===== config.mk =====
export PLATFORM = sky130hd
export DESIGN_NAME = printf_number_renderer_core_flat
export DESIGN_NICKNAME = d
export VERILOG_FILES = /design/src/rtl/prn_pkg.sv /design/src/rtl/prn_if.sv /design/src/rtl/prn_front.sv /design/src/rtl/prn_queue.sv /design/src/rtl/prn_back.sv /design/src/rtl/printf_number_renderer_core.sv /design/src/flat_wrapper.sv
export SDC_FILE = /design/constraint.sdc
export NUM_CORES = 1
export LEC_CHECK = 0
export BUFFER_PORTS_ARGS = -buffer_cell sky130_fd_sc_hd__clkbuf_2
export CORE_MARGIN = 8
export CORE_UTILIZATION = 45
export DETAILED_ROUTE_END_ITERATION = 16
export SYNTH_ARGS = -nofsm -noshare
export SYNTH_HDL_FRONTEND = slang
export SYNTH_SLANG_ARGS = --single-unit

===== constraint.sdc =====
create_clock -name i_clk -period 7.08 [get_ports i_clk]
set_input_delay 0.354 -clock i_clk [delete_from_list [all_inputs] [get_ports i_clk]]
set_output_delay 0.354 -clock i_clk [all_outputs]
set_load 0.02 [all_outputs]

===== src/rtl/prn_pkg.sv =====
`timescale 1ns / 1ps
// Shared types, constants and helpers for the printf number renderer.
package prn_pkg;

    typedef enum logic [2:0] {
        CMD_PCT  = 3'd0,
        CMD_SDEC = 3'd1,
        CMD_OCT  = 3'd2,
        CMD_UDEC = 3'd3,
        CMD_HEXL = 3'd4,
        CMD_HEXU = 3'd5,
        CMD_CHAR = 3'd6,
        CMD_PTR  = 3'd7
    } t_cmd;

    typedef enum logic [1:0] {
        SZ_INT  = 2'd0,
        SZ_LONG = 2'd1,
        SZ_LL   = 2'd2
    } t_size;

    typedef enum logic {
        K_CHAR = 1'b0,
        K_NUM  = 1'b1
    } t_kind;

    typedef enum logic [1:0] {
        P_NONE  = 2'd0,
        P_MINUS = 2'd1,
        P_HEX   = 2'd2
    } t_pfx;

    typedef enum logic [1:0] {
        RX_OCT = 2'd0,
        RX_DEC = 2'd1,
        RX_HEX = 2'd2
    } t_radix;

    // one classified conversion, as held in the queue
    typedef struct packed {
        t_kind       kind;
        t_pfx        pfx;
        t_radix      radix;
        logic        upper;
        logic [7:0]  chr;
        logic [63:0] mag;
        logic        start_new;
    } t_entry;

    localparam int CAP_W       = 16;
    localparam logic [CAP_W-1:0] CAP_RESET = 16'hFFFF;
    localparam int QDEPTH      = 2;
    localparam int QPTR_W      = 1;
    localparam int NDIG        = 22;   // octal digits of a 64-bit value
    localparam int NBCD        = 20;   // decimal digits of a 64-bit value
    localparam int DIG_IDX_W   = 5;
    localparam int DD_STEPS    = 64;

    localparam logic [7:0] CH_PCT   = 8'h25;
    localparam logic [7:0] CH_MINUS = 8'h2D;
    localparam logic [7:0] CH_ZERO  = 8'h30;
    localparam logic [7:0] CH_X     = 8'h78;
    localparam logic [7:0] CH_UA    = 8'h41;
    localparam logic [7:0] CH_LA    = 8'h61;

    function automatic logic [7:0] digit_char(logic [3:0] d, logic upper);
        logic [7:0] base;
        base = upper ? CH_UA : CH_LA;
        if (d < 4'd10) begin
            return CH_ZERO + {4'b0, d};
        end
        return base + {4'b0, d} - 8'd10;
    endfunction

endpackage


===== src/rtl/prn_if.sv =====
`timescale 1ns / 1ps
// Valid/ready channel interfaces for conversion items and output characters.
interface prn_in_if;
    logic        valid;
    logic        ready;
    logic [2:0]  command;
    logic [1:0]  size_mode;
    logic [63:0] arg_value;
    logic        start_new;

    modport source(output valid, command, size_mode, arg_value, start_new, input ready);
    modport sink(input valid, command, size_mode, arg_value, start_new, output ready);
endinterface

interface prn_out_if;
    logic       valid;
    logic       ready;
    logic [7:0] out_char;
    logic       last;

    modport source(output valid, out_char, last, input ready);
    modport sink(input valid, out_char, last, output ready);
endinterface


===== src/rtl/prn_front.sv =====
`timescale 1ns / 1ps
// Front end: accepts conversion items and classifies them into queue entries.
module prn_front import prn_pkg::*; (
    prn_in_if.sink   i_item,
    input  logic     i_q_full,
    output logic     o_push,
    output t_entry   o_entry
);

    t_cmd        cmd;
    logic        wide;
    logic [63:0] val;
    logic        neg;

    assign cmd  = t_cmd'(i_item.command);
    assign wide = (i_item.size_mode != SZ_INT);
    assign val  = wide ? i_item.arg_value : {32'b0, i_item.arg_value[31:0]};
    assign neg  = wide ? val[63] : val[31];

    assign i_item.ready = !i_q_full;
    assign o_push       = i_item.valid && !i_q_full;

    always_comb begin
        o_entry           = '0;
        o_entry.kind      = K_NUM;
        o_entry.pfx       = P_NONE;
        o_entry.radix     = RX_DEC;
        o_entry.upper     = 1'b0;
        o_entry.chr       = CH_PCT;
        o_entry.mag       = val;
        o_entry.start_new = i_item.start_new;
        case (cmd)
            CMD_PCT: begin
                o_entry.kind = K_CHAR;
                o_entry.chr  = CH_PCT;
            end
            CMD_SDEC: begin
                if (neg) begin
                    o_entry.pfx = P_MINUS;
                    // narrow minimum negates to 0x80000000, which is its magnitude
                    o_entry.mag = wide ? (64'd0 - val) : {32'b0, 32'd0 - val[31:0]};
                end
            end
            CMD_OCT:  o_entry.radix = RX_OCT;
            CMD_UDEC: o_entry.radix = RX_DEC;
            CMD_HEXL: o_entry.radix = RX_HEX;
            CMD_HEXU: begin
                o_entry.radix = RX_HEX;
                o_entry.upper = 1'b1;
            end
            CMD_CHAR: begin
                o_entry.kind = K_CHAR;
                o_entry.chr  = i_item.arg_value[7:0];
            end
            CMD_PTR: begin
                o_entry.pfx   = P_HEX;
                o_entry.radix = RX_HEX;
                o_entry.mag   = i_item.arg_value;
            end
            default: o_entry.kind = K_CHAR;
        endcase
    end

endmodule


===== src/rtl/prn_queue.sv =====
`timescale 1ns / 1ps
// Short FIFO of classified entries between the front and back ends.
module prn_queue import prn_pkg::*; (
    input  logic   i_clk,
    input  logic   i_rst_n,
    input  logic   i_push,
    input  t_entry i_entry,
    input  logic   i_pop,
    output logic   o_full,
    output logic   o_valid,
    output t_entry o_entry
);

    t_entry              r_mem [QDEPTH];
    logic [QPTR_W-1:0]   r_wp;
    logic [QPTR_W-1:0]   r_rp;
    logic [QPTR_W:0]     r_cnt;
    logic                do_push;
    logic                do_pop;

    assign o_full  = (r_cnt == (QPTR_W+1)'(QDEPTH));
    assign o_valid = (r_cnt != '0);
    assign o_entry = r_mem[r_rp];
    assign do_push = i_push && !o_full;
    assign do_pop  = i_pop && o_valid;

    always_ff @(posedge i_clk) begin
        if (!i_rst_n) begin
            r_wp  <= '0;
            r_rp  <= '0;
            r_cnt <= '0;
        end else begin
            if (do_push) begin
                r_wp <= r_wp + 1'b1;
            end
            if (do_pop) begin
                r_rp <= r_rp + 1'b1;
            end
            if (do_push && !do_pop) begin
                r_cnt <= r_cnt + 1'b1;
            end else if (do_pop && !do_push) begin
                r_cnt <= r_cnt - 1'b1;
            end
        end
    end

    always_ff @(posedge i_clk) begin
        if (do_push) begin
            r_mem[r_wp] <= i_entry;
        end
    end

endmodule


===== src/rtl/prn_back.sv =====
`timescale 1ns / 1ps
// Back end: digit conversion, space accounting and character output.
module prn_back import prn_pkg::*; (
    input  logic             i_clk,
    input  logic             i_rst_n,
    input  logic [CAP_W-1:0] i_cap,
    input  logic             i_q_valid,
    input  t_entry           i_q_entry,
    output logic             o_q_pop,
    prn_out_if.source        o_char
);

    typedef enum logic [2:0] {
        ST_IDLE,
        ST_PRE1,
        ST_PRE2,
        ST_CONV,
        ST_EMIT
    } t_state;

    localparam logic [DIG_IDX_W-1:0] IDX_OCT = DIG_IDX_W'(NDIG - 1);
    localparam logic [DIG_IDX_W-1:0] IDX_DEC = DIG_IDX_W'(NBCD - 1);
    localparam logic [DIG_IDX_W-1:0] IDX_HEX = DIG_IDX_W'(15);

    t_state                r_state, n_state;
    logic [CAP_W-1:0]      r_space, n_space;
    t_entry                r_ent, n_ent;
    logic [63:0]           r_mag, n_mag;
    logic [3:0]            r_dig [NDIG];
    logic [3:0]            n_dig [NDIG];
    logic [5:0]            r_cnt, n_cnt;
    logic [DIG_IDX_W-1:0]  r_idx, n_idx;
    logic                  r_started, n_started;
    logic                  r_ov, n_ov;
    logic [7:0]            r_oc, n_oc;
    logic                  r_ol, n_ol;

    logic [3:0]            adj [NBCD];
    logic [3:0]            dd [NDIG];
    logic [3:0]            ld_oct [NDIG];
    logic [3:0]            ld_hex [NDIG];
    logic [65:0]           mag_ext;
    logic                  can_emit;
    logic                  space_one;
    logic                  pre_fin;
    logic [7:0]            pre_char;
    logic [3:0]            cur_dig;

    assign o_char.valid    = r_ov;
    assign o_char.out_char = r_oc;
    assign o_char.last     = r_ol;
    assign o_q_pop         = (r_state == ST_IDLE);

    assign can_emit  = !r_ov || o_char.ready;
    assign space_one = (r_space == CAP_W'(1));
    assign mag_ext   = {2'b0, r_mag};
    assign cur_dig   = r_dig[r_idx];
    assign pre_fin   = (r_ent.kind == K_CHAR);

    always_comb begin
        if (r_ent.kind == K_CHAR) begin
            pre_char = r_ent.chr;
        end else if (r_ent.pfx == P_MINUS) begin
            pre_char = CH_MINUS;
        end else begin
            pre_char = CH_ZERO;
        end
    end

    // shift-and-add-3 step: adjust every BCD digit, then shift in the next magnitude bit
    always_comb begin
        for (int i = 0; i < NBCD; i++) begin
            adj[i] = (r_dig[i] >= 4'd5) ? (r_dig[i] + 4'd3) : r_dig[i];
        end
        for (int i = 0; i < NDIG; i++) begin
            dd[i] = '0;
        end
        dd[0] = {adj[0][2:0], r_mag[63]};
        for (int i = 1; i < NBCD; i++) begin
            dd[i] = {adj[i][2:0], adj[i-1][3]};
        end
    end

    always_comb begin
        for (int i = 0; i < NDIG; i++) begin
            ld_oct[i] = {1'b0, mag_ext[3*i +: 3]};
            ld_hex[i] = '0;
        end
        for (int i = 0; i < 16; i++) begin
            ld_hex[i] = r_mag[4*i +: 4];
        end
    end

    always_comb begin
        n_state   = r_state;
        n_space   = r_space;
        n_ent     = r_ent;
        n_mag     = r_mag;
        n_dig     = r_dig;
        n_cnt     = r_cnt;
        n_idx     = r_idx;
        n_started = r_started;
        n_ov      = r_ov && !o_char.ready;
        n_oc      = r_oc;
        n_ol      = r_ol;
        case (r_state)
            ST_IDLE: begin
                if (i_q_valid) begin
                    n_ent     = i_q_entry;
                    n_mag     = i_q_entry.mag;
                    n_cnt     = '0;
                    n_started = 1'b0;
                    for (int i = 0; i < NDIG; i++) begin
                        n_dig[i] = '0;
                    end
                    if (i_q_entry.start_new) begin
                        n_space = i_cap;
                    end
                    if (i_q_entry.kind == K_CHAR || i_q_entry.pfx != P_NONE) begin
                        n_state = ST_PRE1;
                    end else begin
                        n_state = ST_CONV;
                    end
                end
            end
            ST_PRE1: begin
                if (r_space == '0) begin
                    n_state = ST_IDLE;
                end else if (can_emit) begin
                    n_ov    = 1'b1;
                    n_oc    = pre_char;
                    n_ol    = pre_fin || space_one;
                    n_space = r_space - 1'b1;
                    if (pre_fin || space_one) begin
                        n_state = ST_IDLE;
                    end else if (r_ent.pfx == P_HEX) begin
                        n_state = ST_PRE2;
                    end else begin
                        n_state = ST_CONV;
                    end
                end
            end
            ST_PRE2: begin
                if (r_space == '0) begin
                    n_state = ST_IDLE;
                end else if (can_emit) begin
                    n_ov    = 1'b1;
                    n_oc    = CH_X;
                    n_ol    = space_one;
                    n_space = r_space - 1'b1;
                    n_state = space_one ? ST_IDLE : ST_CONV;
                end
            end
            ST_CONV: begin
                case (r_ent.radix)
                    RX_DEC: begin
                        n_dig = dd;
                        n_mag = {r_mag[62:0], 1'b0};
                        n_cnt = r_cnt + 1'b1;
                        if (r_cnt == 6'(DD_STEPS - 1)) begin
                            n_idx   = IDX_DEC;
                            n_state = ST_EMIT;
                        end
                    end
                    RX_OCT: begin
                        n_dig   = ld_oct;
                        n_idx   = IDX_OCT;
                        n_state = ST_EMIT;
                    end
                    default: begin
                        n_dig   = ld_hex;
                        n_idx   = IDX_HEX;
                        n_state = ST_EMIT;
                    end
                endcase
            end
            ST_EMIT: begin
                if (r_space == '0) begin
                    n_state = ST_IDLE;
                end else if (!r_started && cur_dig == 4'd0 && r_idx != '0) begin
                    // leading zero
                    n_idx = r_idx - 1'b1;
                end else if (can_emit) begin
                    n_started = 1'b1;
                    n_ov      = 1'b1;
                    n_oc      = digit_char(cur_dig, r_ent.upper);
                    n_ol      = (r_idx == '0) || space_one;
                    n_space   = r_space - 1'b1;
                    n_idx     = r_idx - 1'b1;
                    if (r_idx == '0 || space_one) begin
                        n_state = ST_IDLE;
                    end
                end
            end
            default: n_state = ST_IDLE;
        endcase
    end

    always_ff @(posedge i_clk) begin
        if (!i_rst_n) begin
            r_state   <= ST_IDLE;
            r_space   <= CAP_RESET;
            r_ov      <= 1'b0;
            r_started <= 1'b0;
            r_cnt     <= '0;
            r_idx     <= '0;
        end else begin
            r_state   <= n_state;
            r_space   <= n_space;
            r_ov      <= n_ov;
            r_started <= n_started;
            r_cnt     <= n_cnt;
            r_idx     <= n_idx;
        end
        r_ent <= n_ent;
        r_mag <= n_mag;
        r_dig <= n_dig;
        r_oc  <= n_oc;
        r_ol  <= n_ol;
    end

endmodule


===== src/rtl/printf_number_renderer_core.sv =====
`timescale 1ns / 1ps
// Top level of the printf number renderer: capacity register, front, queue, back.
//
//  channel   dir  handshake     payload
//  i_item    in   valid/ready   command[2:0] size_mode[1:0] arg_value[63:0] start_new
//  o_char    out  valid/ready   out_char[7:0] last
//  i_cfg_*   in   write enable  buffer_capacity[15:0]
//
// The front end classifies an item in the cycle it is transferred and queues it
// (two entries). The back end takes one queued item at a time: a pop, then any
// prefix or single character, then octal/hex digits load in a single step while
// decimal runs shift-add-3 steps, one per magnitude bit; emission scans 16/20/22
// digit slots for hex/decimal/octal, skipping leading zeros.
// Reset is synchronous, active low; space left and capacity reset to 65535.
// A stalled o_char holds the back end; the front end keeps accepting until the
// queue is full.
module printf_number_renderer_core import prn_pkg::*; (
    input  logic             i_clk,
    input  logic             i_rst_n,
    input  logic             i_cfg_wr_en,
    input  logic [CAP_W-1:0] i_cfg_wr_data,
    prn_in_if.sink           i_item,
    prn_out_if.source        o_char
);

    logic [CAP_W-1:0] r_cap;
    logic             q_push;
    t_entry           q_in;
    logic             q_full;
    logic             q_valid;
    t_entry           q_out;
    logic             q_pop;

    always_ff @(posedge i_clk) begin
        if (!i_rst_n) begin
            r_cap <= CAP_RESET;
        end else if (i_cfg_wr_en) begin
            r_cap <= i_cfg_wr_data;
        end
    end

    prn_front u_front (
        .i_item   (i_item),
        .i_q_full (q_full),
        .o_push   (q_push),
        .o_entry  (q_in)
    );

    prn_queue u_queue (
        .i_clk   (i_clk),
        .i_rst_n (i_rst_n),
        .i_push  (q_push),
        .i_entry (q_in),
        .i_pop   (q_pop),
        .o_full  (q_full),
        .o_valid (q_valid),
        .o_entry (q_out)
    );

    prn_back u_back (
        .i_clk     (i_clk),
        .i_rst_n   (i_rst_n),
        .i_cap     (r_cap),
        .i_q_valid (q_valid),
        .i_q_entry (q_out),
        .o_q_pop   (q_pop),
        .o_char    (o_char)
    );

endmodule

===== src/flat_wrapper.sv =====
// flat-port wrapper written by rule: the top's interface ports become plain ports
module printf_number_renderer_core_flat import prn_pkg::*;
  (i_clk, i_rst_n, i_cfg_wr_en, i_cfg_wr_data, i_item_valid, i_item_command, i_item_size_mode, i_item_arg_value, i_item_start_new, i_item_ready, o_char_valid, o_char_out_char, o_char_last, o_char_ready);
  prn_in_if i_item_i ();
  prn_out_if o_char_i ();
  input  logic i_clk;
  input  logic i_rst_n;
  input  logic i_cfg_wr_en;
  input  logic [CAP_W-1:0] i_cfg_wr_data;
  input wire logic [$bits(i_item_i.valid)-1:0] i_item_valid;
  input wire logic [$bits(i_item_i.command)-1:0] i_item_command;
  input wire logic [$bits(i_item_i.size_mode)-1:0] i_item_size_mode;
  input wire logic [$bits(i_item_i.arg_value)-1:0] i_item_arg_value;
  input wire logic [$bits(i_item_i.start_new)-1:0] i_item_start_new;
  output wire logic [$bits(i_item_i.ready)-1:0] i_item_ready;
  output wire logic [$bits(o_char_i.valid)-1:0] o_char_valid;
  output wire logic [$bits(o_char_i.out_char)-1:0] o_char_out_char;
  output wire logic [$bits(o_char_i.last)-1:0] o_char_last;
  input wire logic [$bits(o_char_i.ready)-1:0] o_char_ready;
  assign i_item_i.valid = i_item_valid;
  assign i_item_i.command = i_item_command;
  assign i_item_i.size_mode = i_item_size_mode;
  assign i_item_i.arg_value = i_item_arg_value;
  assign i_item_i.start_new = i_item_start_new;
  assign i_item_ready = i_item_i.ready;
  assign o_char_valid = o_char_i.valid;
  assign o_char_out_char = o_char_i.out_char;
  assign o_char_last = o_char_i.last;
  assign o_char_i.ready = o_char_ready;
  printf_number_renderer_core u_core (.i_clk(i_clk), .i_rst_n(i_rst_n), .i_cfg_wr_en(i_cfg_wr_en), .i_cfg_wr_data(i_cfg_wr_data), .i_item(i_item_i), .o_char(o_char_i));
endmodule

=== After elaboration in Yosys (flattened, before gate mapping) ===
Memories as Yosys holds them, arrays and structs flattened. A register that Yosys moved wholly into a read port is not among the register bits.
Cells that the tools add are included.

* Add/sub/neg operators: 32
* $mul: 0
* Divide/modulo/power cells: 0
* Order comparisons: 22
* Equal/unequal tests: 34
* Shift-type cells: 0
* Multiplexer cells: 114
* Bitwise operators: 3
* Reduce and logical (&&, ||, !) cells: 45

{| class="wikitable"
|+ Operator list
! cell !! number
|-
| case mux 88 bit (2 select lines) || 2
|-
| two-way mux 64 bit || 5
|-
| case mux 64 bit (2 select lines) || 2
|-
| two-way mux 16 bit || 6
|-
| two-way mux 8 bit || 11
|-
| two-way mux 88 bit || 1
|-
| two-way mux 4 bit || 21
|-
| greater-or-equal comparator 4 x 3 -> 1 bit (second input constant) || 20
|-
| adder 4 x 2 -> 4 bit (second input constant) || 19
|-
| subtractor 1 x 64 -> 64 bit (first input constant) || 1
|-
| case mux 16 bit (3 select lines) || 1
|-
| two-way mux 3 bit || 12
|-
| subtractor 1 x 32 -> 32 bit (first input constant) || 1
|-
| two-way mux 1 bit || 29
|-
| two-way mux 5 bit || 5
|-
| case mux 8 bit (3 select lines) || 1
|-
| != test 3 bit (second input constant) || 7
|-
| binary-select mux 4 bit (select 5 bit) || 1
|-
| != test 2 bit (second input constant) || 10
|-
| case mux 5 bit (2 select lines) || 2
|-
| two-way mux 6 bit || 3
|-
| equality test 16 x 1 -> 1 bit (second input constant) || 1
|-
| zero test 16 bit || 1
|-
| subtractor 16 x 1 -> 16 bit (second input constant) || 1
|-
| 45 further kinds || 87
|}

* Register bits: 227
* Latch bits: 0
* RAM bits: 158
* Bits in read-only memories: 0
* Bits of input ports: 91
* Output and inout port bits: 11
* Logic and storage cells: 291
* Memories: 1

{| class="wikitable"
|+ Memories
! name !! words !! width !! rd ports !! clocked after memory_dff !! wr ports !! RTL line !! RTL
|-
| u_core.u_queue.r_mem || 2 || 79 || 1 || 1 || 1 || prn_queue.sv:14 || <nowiki>t_entry r_mem [QDEPTH];</nowiki>
|}

=== Logic depth before layout (Yosys ltp) ===
Gate-level depths: netlist of run 1.

* Depth after elaboration: 15
* Gate-level depth with buffers: 16
* Gate-level depth less buffers: 12

=== By module ===
From an unflattened synthesis of run 1, not the netlist that was laid out.

* Cells, all modules: 2,037
* Area total of the unflattened synthesis: 21,156.5 um^2

{| class="wikitable"
|+ By module, submodules not included
! module !! instances !! cells an instance !! area an instance (um^2) !! seq. area each (um^2)
|-
| prn_back || 1 || 1,336 || 12,424.4 || 5,775.5
|-
| prn_queue || 1 || 271 || 5,972.0 || 4,844.6
|-
| prn_front || 1 || 378 || 2,179.6 || 0.0
|-
| printf_number_renderer_core || 1 || 52 || 580.6 || 320.3
|}

=== Least setup slack after synthesis of run 1 ===
Ideal clock, no wire load.

* Path type: flip-flop to flip-flop
* Start: register u_core.u_queue.r_cnt[0]
* End: memory u_core.u_queue.r_mem[0][0] in the netlist's numbering (enable)
* Library setup time: 0.517 ns
* Arrival: 4.104 ns
* Data required time: 6.563 ns
* Setup slack: 2.459 ns
* Stages on the path, launching flop included: 4
* Path buffers: 0
* Clock period less this slack: 4.621 ns
* Cell sequence: dfxtp_1 > nand2b_1 > nand2_1 > nor2_1

* Cells in the longest elaborated chain, start to end: 6

{| class="wikitable"
|+ RTL lines
! what !! RTL line !! RTL
|-
| start: declaration || prn_queue.sv:17 || <nowiki>logic [QPTR_W:0] r_cnt;</nowiki>
|-
| start signal: assignment || prn_queue.sv:40 || <nowiki>r_cnt <= r_cnt + 1'b1;</nowiki>
|-
| start signal: assignment || prn_queue.sv:42 || <nowiki>r_cnt <= r_cnt - 1'b1;</nowiki>
|-
| equality test 2 bit (*) || prn_queue.sv:21 || <nowiki>assign o_full = (r_cnt == (QPTR_W+1)'(QDEPTH));</nowiki>
|-
| zero test 1 bit (*) || n/a ||
|-
| net i_item_ready || flat_wrapper.sv:15 || <nowiki>output wire logic [$bits(i_item_i.ready)-1:0] i_item_ready;</nowiki>
|-
| logical AND 1 bit || prn_front.sv:21 || <nowiki>assign o_push = i_item.valid && !i_q_full;</nowiki>
|-
| logical AND 1 bit (*) || prn_queue.sv:24 || <nowiki>assign do_push = i_push && !o_full;</nowiki>
|-
| two-way mux 1 bit (*) || prn_queue.sv:48 || <nowiki>if (do_push) begin</nowiki>
|-
| two-way mux 1 bit (implied by the code) (*) || prn_queue.sv:49 || <nowiki>r_mem[r_wp] <= i_entry;</nowiki>
|-
| end: declaration || prn_queue.sv:14 ||
|}

The timed path passes the listed nets; every way through them passes the cells marked *.

=== Worst setup path in the final report of run 1 ===
* Start: register u_core.u_back.r_idx[2]
* End: register u_core.u_back.r_space[14]

* Cells in the longest elaborated chain, start to end: 9
* Elaborated cells between the ends (all ways): 10
* Classes of those cells: eq/ne: 1; mux: 3; bitwise: 1; reduce/logical: 5

{| class="wikitable"
|+ RTL lines
! what !! RTL line !! RTL
|-
| start: declaration || prn_back.sv:32 || <nowiki>logic [DIG_IDX_W-1:0] r_idx, n_idx;</nowiki>
|-
| start signal: assignment || prn_back.sv:213 || <nowiki>r_idx <= n_idx;</nowiki>
|-
| NOT 5 -> 6 bit (implied by the code) || prn_back.sv:57 || <nowiki>assign cur_dig = r_dig[r_idx];</nowiki>
|-
| binary-select mux 4 bit (select 5 bit) || prn_back.sv:57 ||
|-
| two-way mux 4 bit (implied by the code) (2 in series) || prn_back.sv:57 ||
|-
| zero test 4 bit || prn_back.sv:180 || <nowiki>end else if (!r_started && cur_dig == 4'd0 && r_idx != '0) begin</nowiki>
|-
| logical AND 1 bit || prn_back.sv:180 ||
|-
| logical AND 1 bit (*) || prn_back.sv:180 ||
|-
| != test 2 bit (no line) (*) || n/a ||
|-
| AND reduction 6 bit (no line) (*) || n/a ||
|-
| end signal: assignment || prn_back.sv:209 || <nowiki>r_space <= n_space;</nowiki>
|-
| end: declaration || prn_back.sv:26 || <nowiki>logic [CAP_W-1:0] r_space, n_space;</nowiki>
|}

Every way passes the cells marked *; elsewhere a longest branch is shown, timed or not. The select of a mux whose other input is x is not followed.
A chain may end at the register's enable or synchronous reset.

==> metrics.txt, run 1 <==
Clk pwr share 0.235; Starting Density 0.453; layout cells sized above 1 0.131; Die Y 229 um; Worst Path Max Fanout 31; Net Sw Frac 0.367; total global-route track usage 0.190; n_diodes 0; postcts setup bufs 0; CTS Root Cell clkbuf_16; Hold Fails Final Rpt 0; largest family of logic cells by synthesized area compound AO/OA/AOI/OAI gates; Pint 0.00580 W; top cell type's share of synthesized area 0.483; first-pass GRT wire length 80.8 mm; utilization after layout 0.509; mux share of post-synthesis cell area 0.0984; Layout area overhead 12.3%; initial antenna violation count 0; hold_buf cts 15; dpl ws 3230 ps; Buffers on Ports 101; final setup margin 3080 ps; Mapped Cells 1914; ys flop type edfxtp_1; Worst-Margin Slew 1260 ps; CTS buffer count 43; RSZ-0062 raised after global routing false; r2r startpoint u_core.u_back.r_idx[2]; R2R cell count 11; DR vias 14900; Max Slew Vio Count 0; fmax 250 MHz; CP Launch Type flip-flop; final period utilization 0.565; critical path class reg2reg; drt first pass iters 5; grt total ovfl 0; worst vdd ir 0.196 mV; Die ar. 52500 um^2; largest net degree at the start of global routing 85; outcome finished clean; routed wire length 51.3 mm; Compound-Gate Fraction of Synth Area 0.137; Static Leak 8.01 nW; Routed wire per std cell 19.6 um; setup violators final 0; flop2flop setup slack 3080 ps; cell taking the most area after synthesis edfxtp_1; min Tclk post-route 4000 ps; Netlist cell types 75; sequential share of the synthesized area 0.535; Pwr per Cell Area 399 nW/um^2; CTS tree done; IO Pins 102; Cell Rows 78; WP data arrival 4450 ps; RR Endpoint u_core.u_back.r_space[14]; filler cell count 4088; CTS sink cnt 382; Clk Latency, worst-skew pair 560 ps; main area contributors after synthesis edfxtp_1, mux2i_1, dfxtp_1; Synth Area in XOR/XNOR 0.0274; clock skew 14.5 ps; HP Class in2reg; setup tns final 0 ps; vias in the first global route 14400; PostCTS Resize Cnt 0; adder-cell share of the synthesized area 0.0306; worst setup path start u_core.u_back.r_idx[2]; DP HPWL 35.3 mm; H-tree Lvls 2; MaxCap Viol Count 0; Detail Route Antenna Nets 0; EDFF count, synth 329; Syn Nets 2055; CP Data Required Time 7530 ps; vias per std cell 5.67; simple-gate share of the synthesized area 0.136; Multi-input gate area 8830 um^2; CP Capture Point u_core.u_back.r_space[14]; #FFs+latches synth 382; Seq pwr share 0.437; Comb power frac 0.328; clock transition at the registers of the reported paths 60 ps; core area 45100 um^2; Syn Area/Cell 10.7 um^2; Worst setup EP type flip-flop; FF+latch area 10900 um^2; Routability Congestion 0.867; FFs w/ async S/R, synth 0; P_sw 0.00336 W; clock buffer depth 3; DR DRC count 0; Slew HR 0.160; Syn. warnings 0; die width 229 um; Nets 2133; Post-Syn Area 20400 um^2; DRC marker count from the first detailed-route iteration 1148
-- registers in the layout, indices dropped and copies added (netlist names), named ones only --
name and flops:
u_core.u_queue.r_mem 158, u_core.u_back.r_dig 84, u_core.u_back.r_mag 64, u_core.r_cap 16, u_core.u_back.r_space 16, u_core.u_back.r_ent 14
u_core.u_back.o_char.out_char 8, u_core.u_back.r_cnt 6, u_core.u_back.r_idx 5, u_core.u_back.r_state 3, u_core.u_queue.r_cnt 2, u_core.u_back.o_char.last 1
u_core.u_back.o_char.valid 1, u_core.u_back.r_started 1, u_core.u_queue.r_rp 1, u_core.u_queue.r_wp 1
-- critical path: stages, from the launching register on --
cell and delay (ps):
dfxtp_1 690, clkinv_1 450, mux4_2 350, o21a_1 180, inv_1 80, ha_1 190, nor3b_1 140, nand2_1 160
nor3_1 80, a21oi_2 930, o21ai_0 270, a221o_1 360
-- layer usage --
layer,GRT usage,share of wire,vias up
met1,0.256,0.45,7224
met4,0.0518,0.022,0
li1,-,-,7218
met2,0.316,0.48,359
met3,0.0324,0.047,71
met5,0,0,-
-- cells in the mapped netlist, types with 8 or more instances --
cell,number
o21a_1,8
o21ai_0,208
mux2i_1,121
clkbuf_1,80
or2_2,8
xnor2_1,45
nor4_1,11
or3_1,27
and2_1,10
nand2b_1,27
ha_1,50
nand4_1,8
nor3_1,33
inv_1,67
mux4_2,19
nor3b_1,36
a211oi_1,24
xor2_1,19
a31oi_1,19
mux2_2,33
o31ai_1,19
dfxtp_1,53
nor2_1,165
a21oi_1,141
buf_1,10
nand2_1,203
edfxtp_1,329
nand3_1,26
-- power by group through the flow --
stage / Combinational (W) / Clock (W) / Sequential, W
after detailed placement: 0.00299 / 0 / 0.00404
after global placement: 0.00292 / 0 / 0.00402
after CTS: 0.00302 / 0.00221 / 0.00400
final: 0.00300 / 0.00215 / 0.00401
after global routing: 0.00337 / 0.00229 / 0.00408
after floorplan: 0.00230 / 0 / 0.00378
-- final cells by class --
class,count,area share
flip-flops and latches,382,0.477
multi-input cells,1359,0.385
clock buffers,53,0.0490
repair buffers,137,0.0354
well taps,600,0.0327
inverters,69,0.0113
clock inverters,25,0.00976
-- placed cells by master, fill, tap and decap left out, types with 10 or more instances in the layout --
cell type,synthesis,routed
edfxtp_1,329,329
o21ai_0,208,208
nand2_1,203,201
nor2_1,165,164
a21oi_1,141,140
mux2i_1,121,121
clkbuf_2,0,101
inv_1,67,67
dfxtp_1,53,52
ha_1,50,50
xnor2_1,45,45
clkbuf_16,0,43
nor3b_1,36,36
mux2_2,33,33
nor3_1,33,32
nand2b_1,27,27
or3_1,27,27
nand3_1,26,25
a211oi_1,24,24
buf_4,0,21
mux4_2,19,19
xor2_1,19,19
a31oi_1,19,19
o31ai_1,19,19
dlygate4sd3_1,0,15
clkinv_1,2,10
nor4_1,11,10
and2_1,10,10
clkinv_2,0,10
-- cell families after synthesis --
group                    Yosys count
AO/OA/AOI/OAI                    486
adder cells (fa/ha/maj)           50
AND/OR/NAND/NOR                  586
multiplexers                     173
XOR/XNOR                          64
buffers and inverters            173
flip-flops                       382
-- how the worst min path moves through the flow --
stage,to,depth (start not counted),slack (ps),startpoint
final,u_core.r_cap[14],3,40,i_cfg_wr_data[14]
after global routing,u_core.r_cap[13],3,10,i_cfg_wr_data[13]
after CTS,u_core.r_cap[13],3,2,i_cfg_wr_data[13]
after detailed placement,u_core.r_cap[11],2,460,u_core.r_cap[11]
after global placement,u_core.r_cap[8],2,460,u_core.r_cap[8]
after floorplan,u_core.r_cap[10],2,440,u_core.r_cap[10]
-- through the flow --
step / hold slack [ps] / std cells / power, W / instance area [um^2]
floorplan: 436 / 1914 / 0.00608 / 20400
global placement: 462 / 2532 / 0.00694 / 21500
detailed placement: 460 / 2532 / 0.00704 / 21500
CTS: 1.64 / 2625 / 0.00923 / 22900
global route: 11.4 / 2625 / 0.00975 / 22900
finish: 39.2 / 2625 / 0.00917 / 22900
(Power assumes the default switching activity.)
==> run 2, diff against run 1 <==
==> constraint.sdc (replaced) <==
create_clock -name i_clk -period 3.96 [get_ports i_clk]
set_input_delay 0.198 -clock i_clk [delete_from_list [all_inputs] [get_ports i_clk]]
set_output_delay 0.198 -clock i_clk [all_outputs]
set_load 0.02 [all_outputs]
==> run 2 against run 1 <==
Register-to-register slack lost 2800 ps. Routed wire length shrank 0.19%. Sequential share of layout area shrank 0.86 points. Via count grew 0.75%. Largest cell class unchanged. Largest power group unchanged. Cell count grew 1.4%. Power grew 80%. Fmax grew 9.8%. Clock power grew 81%. Critical path depth grew 1.
==> metrics.txt, run 2 (same netlist as run 1, synthesis figures left out) <==
Detail Route Antenna Nets 0 (unchanged); CP Data Required Time 4450 ps (-3080 ps); DR vias 15000 (+0.75%); CTS buffer count 42 (-2.3%); Worst Hold Path EP u_core.u_queue.r_mem[0][14]; drt first pass iters 5 (unchanged); routed wire length 51.2 mm (-0.19%); outcome finished clean; H-tree Lvls 2 (unchanged); Die ar. 52500 um^2 (unchanged); DP HPWL 36.1 mm (+2.3%); MaxCap Viol Count 0 (unchanged); Clk Latency, worst-skew pair 570 ps (about the same); Final Power 0.0165 W (+80%); worst vdd ir 0.310 mV (+58%); die width 229 um (unchanged); initial antenna violation count 0 (unchanged); Hold Path Origin i_item_arg_value[13]; IO Pins 102 (unchanged); core area 45100 um^2 (unchanged); n_diodes 0 (unchanged); setup violators final 0 (unchanged); Max Slew Vio Count 0 (unchanged); Cell Rows 78 (unchanged); first-pass GRT wire length 81.0 mm (+0.26%); Starting Density 0.453 (unchanged); CP Launch Type flip-flop; HP Class in2reg; Buffers on Ports 101 (unchanged); CTS tree done; Slew HR 0.329 (+0.169); Worst setup EP type flip-flop; Pwr per Cell Area 708 nW/um^2 (+77%); Die Y 229 um (unchanged); Hold Fails Final Rpt 0 (unchanged); clock buffer depth 3 (unchanged); R2R cell count 12 (+1); Static Leak 8.22 nW (+2.6%); Reg with most FFs u_core.u_queue.r_mem; most common cell after layout, fill and taps aside edfxtp_1; fmax 275 MHz (+9.8%); utilization after layout 0.518 (+0.00935); min Tclk post-route 3640 ps (-356 ps); critical path class reg2reg; CTS sink cnt 382 (unchanged); total global-route track usage 0.191 (about the same); Routed wire per std cell 19.2 um (-1.6%); layout cells sized above 1 0.136 (+0.00443); r2r startpoint u_core.u_back.r_idx[0]; Layout area overhead 14.3%; final hold slack 29.9 ps (-9.30 ps); vias per std cell 5.63 (-0.65%); clock transition at the registers of the reported paths 60 ps (about the same); Worst Path Max Fanout 25 (-19%); RR Endpoint u_core.u_back.r_state[2]; biggest regs u_core.u_queue.r_mem x158, u_core.u_back.r_dig x84, u_core.u_back.r_mag x64; vias in the first global route 14700 (+1.9%); clock skew 35.2 ps (+20.8 ps); CTS Root Cell clkbuf_16; setup tns final 0 ps (unchanged); max reg flops 158 (unchanged); final period utilization 0.920 (+0.355); Nets 2171 (+1.8%); most frequent cells in the layout edfxtp_1, o21ai_0, nand2_1, nor2_1, a21oi_1; DRC marker count from the first detailed-route iteration 1023 (-11%); RSZ-0062 raised after global routing false; Worst-Margin Slew 1010 ps (-254 ps); Routability Congestion 0.898 (+3.6%); PostCTS Resize Cnt 0 (unchanged); WP data arrival 4130 ps (-320 ps); DR DRC count 0 (unchanged); grt total ovfl 0 (unchanged); largest net degree at the start of global routing 83 (-2.4%); Worst Hold Depth 2 (-1); flop2flop setup slack 320 ps (-2760 ps); postcts setup bufs 0 (unchanged)
run 2: cell count changes in the layout (fill, tap and decap cells not counted):
cell	previous run	this run
clkbuf_16	43	45
inv_6	1	0
clkinv_2	10	7
clkbuf_1	9	8
buf_12	0	4
buf_4	21	34
clkinv_1	10	12
clkinv_4	0	1
clkinvlp_4	2	0
dlygate4sd3_1	15	37
run 2: worst max-delay path by stage:
stage / start / end / slack [ps] / cells past startpoint
2_1_floorplan: u_core.u_back.r_idx[1] / u_core.u_back.r_space[14] / 250 / 13
6_report: u_core.u_back.r_idx[0] / u_core.u_back.r_state[2] / 320 / 12
5_1_grt: u_core.u_back.r_idx[0] / u_core.u_back.r_state[0] / 60 / 12
4_1_cts: u_core.u_back.r_idx[0] / u_core.u_back.r_state[2] / 320 / 11
3_3_place_gp: u_core.u_back.r_idx[0] / u_core.u_back.r_state[2] / 440 / 12
3_5_place_dp: u_core.u_back.r_idx[0] / u_core.u_back.r_state[2] / 340 / 12
run 2: final cells by class:
cell class | count | area [um^2]
sequential | 382 | 10900
tap | 600 | 751
inverter | 69 | 259
fill | 4047 | 21700
clock inverter | 22 | 201
multi-input combinational | 1359 | 8830
timing repair buffer | 176 | 1210
clock buffer | 54 | 1170
run 2: critical path, stage by stage, from the launching register on:
cell and delay (ps):
dfxtp_1 350, buf_12 210, mux4_2 550, mux4_2 500, o21a_1 230, inv_1 90
ha_1 140, nor3b_1 240, nand2_1 130, nor3_1 290, a211oi_1 150, o21ai_0 410
mux2i_1 240
run 2: what timing repair did:
| action | 4_1_cts | 5_1_grt |
|---|---|---|
| hold endpoints to repair | 60 | 0 |
| setup endpoints to repair | 0 | 0 |
| hold buffers | 37 | 0 |
run 2: power by group:
part	switching (W)	internal (W)	total, W
combinational	0.00335	0.00221	0.00556
sequential	0.00110	0.00599	0.00709
clock	0.00155	0.00234	0.00389
run 2: stage by stage:
stage                     instance area (um^2)  setup slack [ps]  instances
after floorplan                          20400               248       1914
after CTS                                23400               321       2662
final                                    23400               318       2662
after global routing                     23400              63.4       2662
after global placement                   21600               442       2549
after detailed placement                 21600               342       2549
run 2: layer usage:
metal	GRT usage	vias up	wire, um
met2	0.322	382	24900
li1	-	7289	-
met1	0.251	7241	22800
met3	0.0257	71	2350
met5	0	-	0
met4	0.0596	0	1220
==> run 3, diff against run 2 <==
--- a/config.mk
+++ b/config.mk
@@ -6,6 +6,7 @@
 export NUM_CORES = 1
 export LEC_CHECK = 0
 export BUFFER_PORTS_ARGS = -buffer_cell sky130_fd_sc_hd__clkbuf_2
+export CORE_ASPECT_RATIO = 0.7
 export CORE_MARGIN = 8
 export CORE_UTILIZATION = 45
 export DETAILED_ROUTE_END_ITERATION = 16
==> run 3 against run 2 <==
Worst hold slack worse by 2.8 ps. Routed wire length rose by 6.1%. Clock-buffer cell count decreased by 5. Via count rose by 1.5%. Clock power down 8.0%. Worst setup slack improved by 73 ps. Highest routed layer is now met5.
==> metrics.txt, run 3 (same netlist as run 1, synthesis figures left out) <==
outcome finished clean; max reg flops 158 (unchanged); DR DRC count 0 (unchanged); vias per std cell 5.73 (+1.8%); total global-route track usage 0.200 (+0.00934); RR Endpoint u_core.u_back.r_space[14]; initial antenna violation count 2 (+2); worst setup path start u_core.u_back.r_idx[0]; Layout area overhead 13.6%; H-tree Lvls 2 (unchanged); CTS sink cnt 382 (unchanged); CP Capture Point u_core.u_back.r_space[14]; Reg with most FFs u_core.u_queue.r_mem; Clk Latency, worst-skew pair 570 ps (about the same); biggest regs u_core.u_queue.r_mem x158, u_core.u_back.r_dig x84, u_core.u_back.r_mag x64; CP Launch Type flip-flop; min Tclk post-route 3570 ps (-73.1 ps); postcts setup bufs 0 (unchanged); critical path class reg2reg; CTS buffer count 40 (-4.8%); CTS tree done; most frequent cells in the layout edfxtp_1, o21ai_0, nand2_1, nor2_1, a21oi_1; DP HPWL 38.4 mm (+6.4%); IO Pins 102 (unchanged); Worst setup EP type flip-flop; vias in the first global route 14200 (-3.3%); setup tns final 0 ps (unchanged); routed wire length 54.3 mm (+6.1%); MaxCap Viol Count 0 (unchanged); Routed wire per std cell 20.5 um (+6.3%); Buffers on Ports 101 (unchanged); Slew HR 0.225 (-0.104); Worst Path Max Fanout 29 (+16%); Static Leak 8.12 nW (-1.2%); DR vias 15200 (+1.5%); Detail Route Antenna Nets 0 (unchanged); Die ar. 52600 um^2 (+0.21%); first-pass GRT wire length 84.0 mm (+3.7%); Routability Congestion 0.917 (+2.1%); clock transition at the registers of the reported paths 60 ps (about the same); CP Data Required Time 4390 ps (-60 ps); Nets 2164 (-0.32%); WP data arrival 4000 ps (-130 ps); utilization after layout 0.516 (-0.00189); r2r startpoint u_core.u_back.r_idx[0]; flop2flop setup slack 390 ps (+70 ps); drt first pass iters 6 (+1); worst vdd ir 0.376 mV (+21%); fmax 280 MHz (+2.0%); most common cell after layout, fill and taps aside edfxtp_1; Worst-Margin Slew 1160 ps (+152 ps); grt total ovfl 0 (unchanged); die width 271 um (+18%); Max Slew Vio Count 0 (unchanged); Pwr per Cell Area 712 nW/um^2 (+0.59%); largest net degree at the start of global routing 111 (+34%); CTS Root Cell clkbuf_16; layout cells sized above 1 0.134 (-0.00220); Die Y 194 um (-15%); clock skew 27.4 ps (-7.80 ps); core area 45000 um^2 (-0.25%); HP Class in2reg; R2R cell count 12 (unchanged); Hold Fails Final Rpt 0 (unchanged); final period utilization 0.901 (-0.0185); clock buffer depth 3 (unchanged); DRC marker count from the first detailed-route iteration 1558 (+52%); RSZ-0062 raised after global routing false; setup violators final 0 (unchanged); Cell Rows 65 (-17%); Starting Density 0.454 (+0.00115)
run 3: cell count changes in the layout (fill, tap and decap cells not counted), moves of 3 or more:
cell / previous run / this run
buf_4: 34 / 29
clkbuf_16: 45 / 40
buf_12: 4 / 7
bufinv_16: 4 / 1
clkinvlp_4: 0 / 3
dlygate4sd3_1: 37 / 34
run 3: layer usage:
layer | vias up | wire, um | global-route usage
met5 | - | 20 | 0
met4 | 2 | 878 | 0.0420
met3 | 64 | 4570 | 0.0443
met2 | 555 | 22600 | 0.280
met1 | 7298 | 26300 | 0.311
li1 | 7287 | - | -
run 3: power by group:
group | leakage (nW) | switching [W] | internal (W)
Combinational | 3.99 | 0.00349 | 0.00225
Clock | 0.588 | 0.00162 | 0.00196
Sequential | 3.54 | 0.00123 | 0.00599
run 3: worst min-delay path by stage:
stage,from,cells after the start,endpoint
4_1_cts,i_item_arg_value[57],2,u_core.u_queue.r_mem[1][58]
3_3_place_gp,i_item_start_new,1,u_core.u_queue.r_mem[0][0]
6_report,i_item_arg_value[27],2,u_core.u_queue.r_mem[1][28]
2_1_floorplan,i_item_start_new,0,u_core.u_queue.r_mem[0][0]
5_1_grt,i_item_arg_value[30],2,u_core.u_queue.r_mem[1][31]
3_5_place_dp,i_item_start_new,1,u_core.u_queue.r_mem[0][0]
run 3: worst max-delay path, cell delays in order (launching register included):
cell,delay [ps]
dfxtp_1,340
buf_4,210
mux4_2,540
mux4_2,500
o21a_1,230
inv_1,90
ha_1,140
nor3b_1,270
nand2_1,140
nor3_1,320
a21oi_2,150
buf_12,180
a221o_1,320
run 3: what timing repair did:
action | CTS | global route
resized for setup | 0 | 1
endpoints found under the setup margin | 0 | 1
hold buffers | 34 | 0
endpoints found under the hold margin | 52 | 0
run 3: final cells by class:
class / instances / area (um^2)
Sequential cell: 382 / 10900
Fill cell: 3930 / 21700
Tap cell: 603 / 754
Inverter: 69 / 259
Antenna cell: 1 / 2.50
Clock inverter: 21 / 185
Clock buffer: 49 / 1040
Multi-Input combinational cell: 1359 / 8830
Timing Repair Buffer: 171 / 1200
run 3: metrics by stage:
stage	power [W]	hold slack (ps)	cell area, um^2	setup slack [ps]	instances
2_1_floorplan	0.0109	297	20400	248	1914
3_3_place_gp	0.0128	390	21700	497	2550
3_5_place_dp	0.0129	391	21700	359	2550
4_1_cts	0.0166	0.181	23200	367	2654
5_1_grt	0.0175	17.0	23200	112	2654
6_report	0.0165	27.0	23200	391	2655
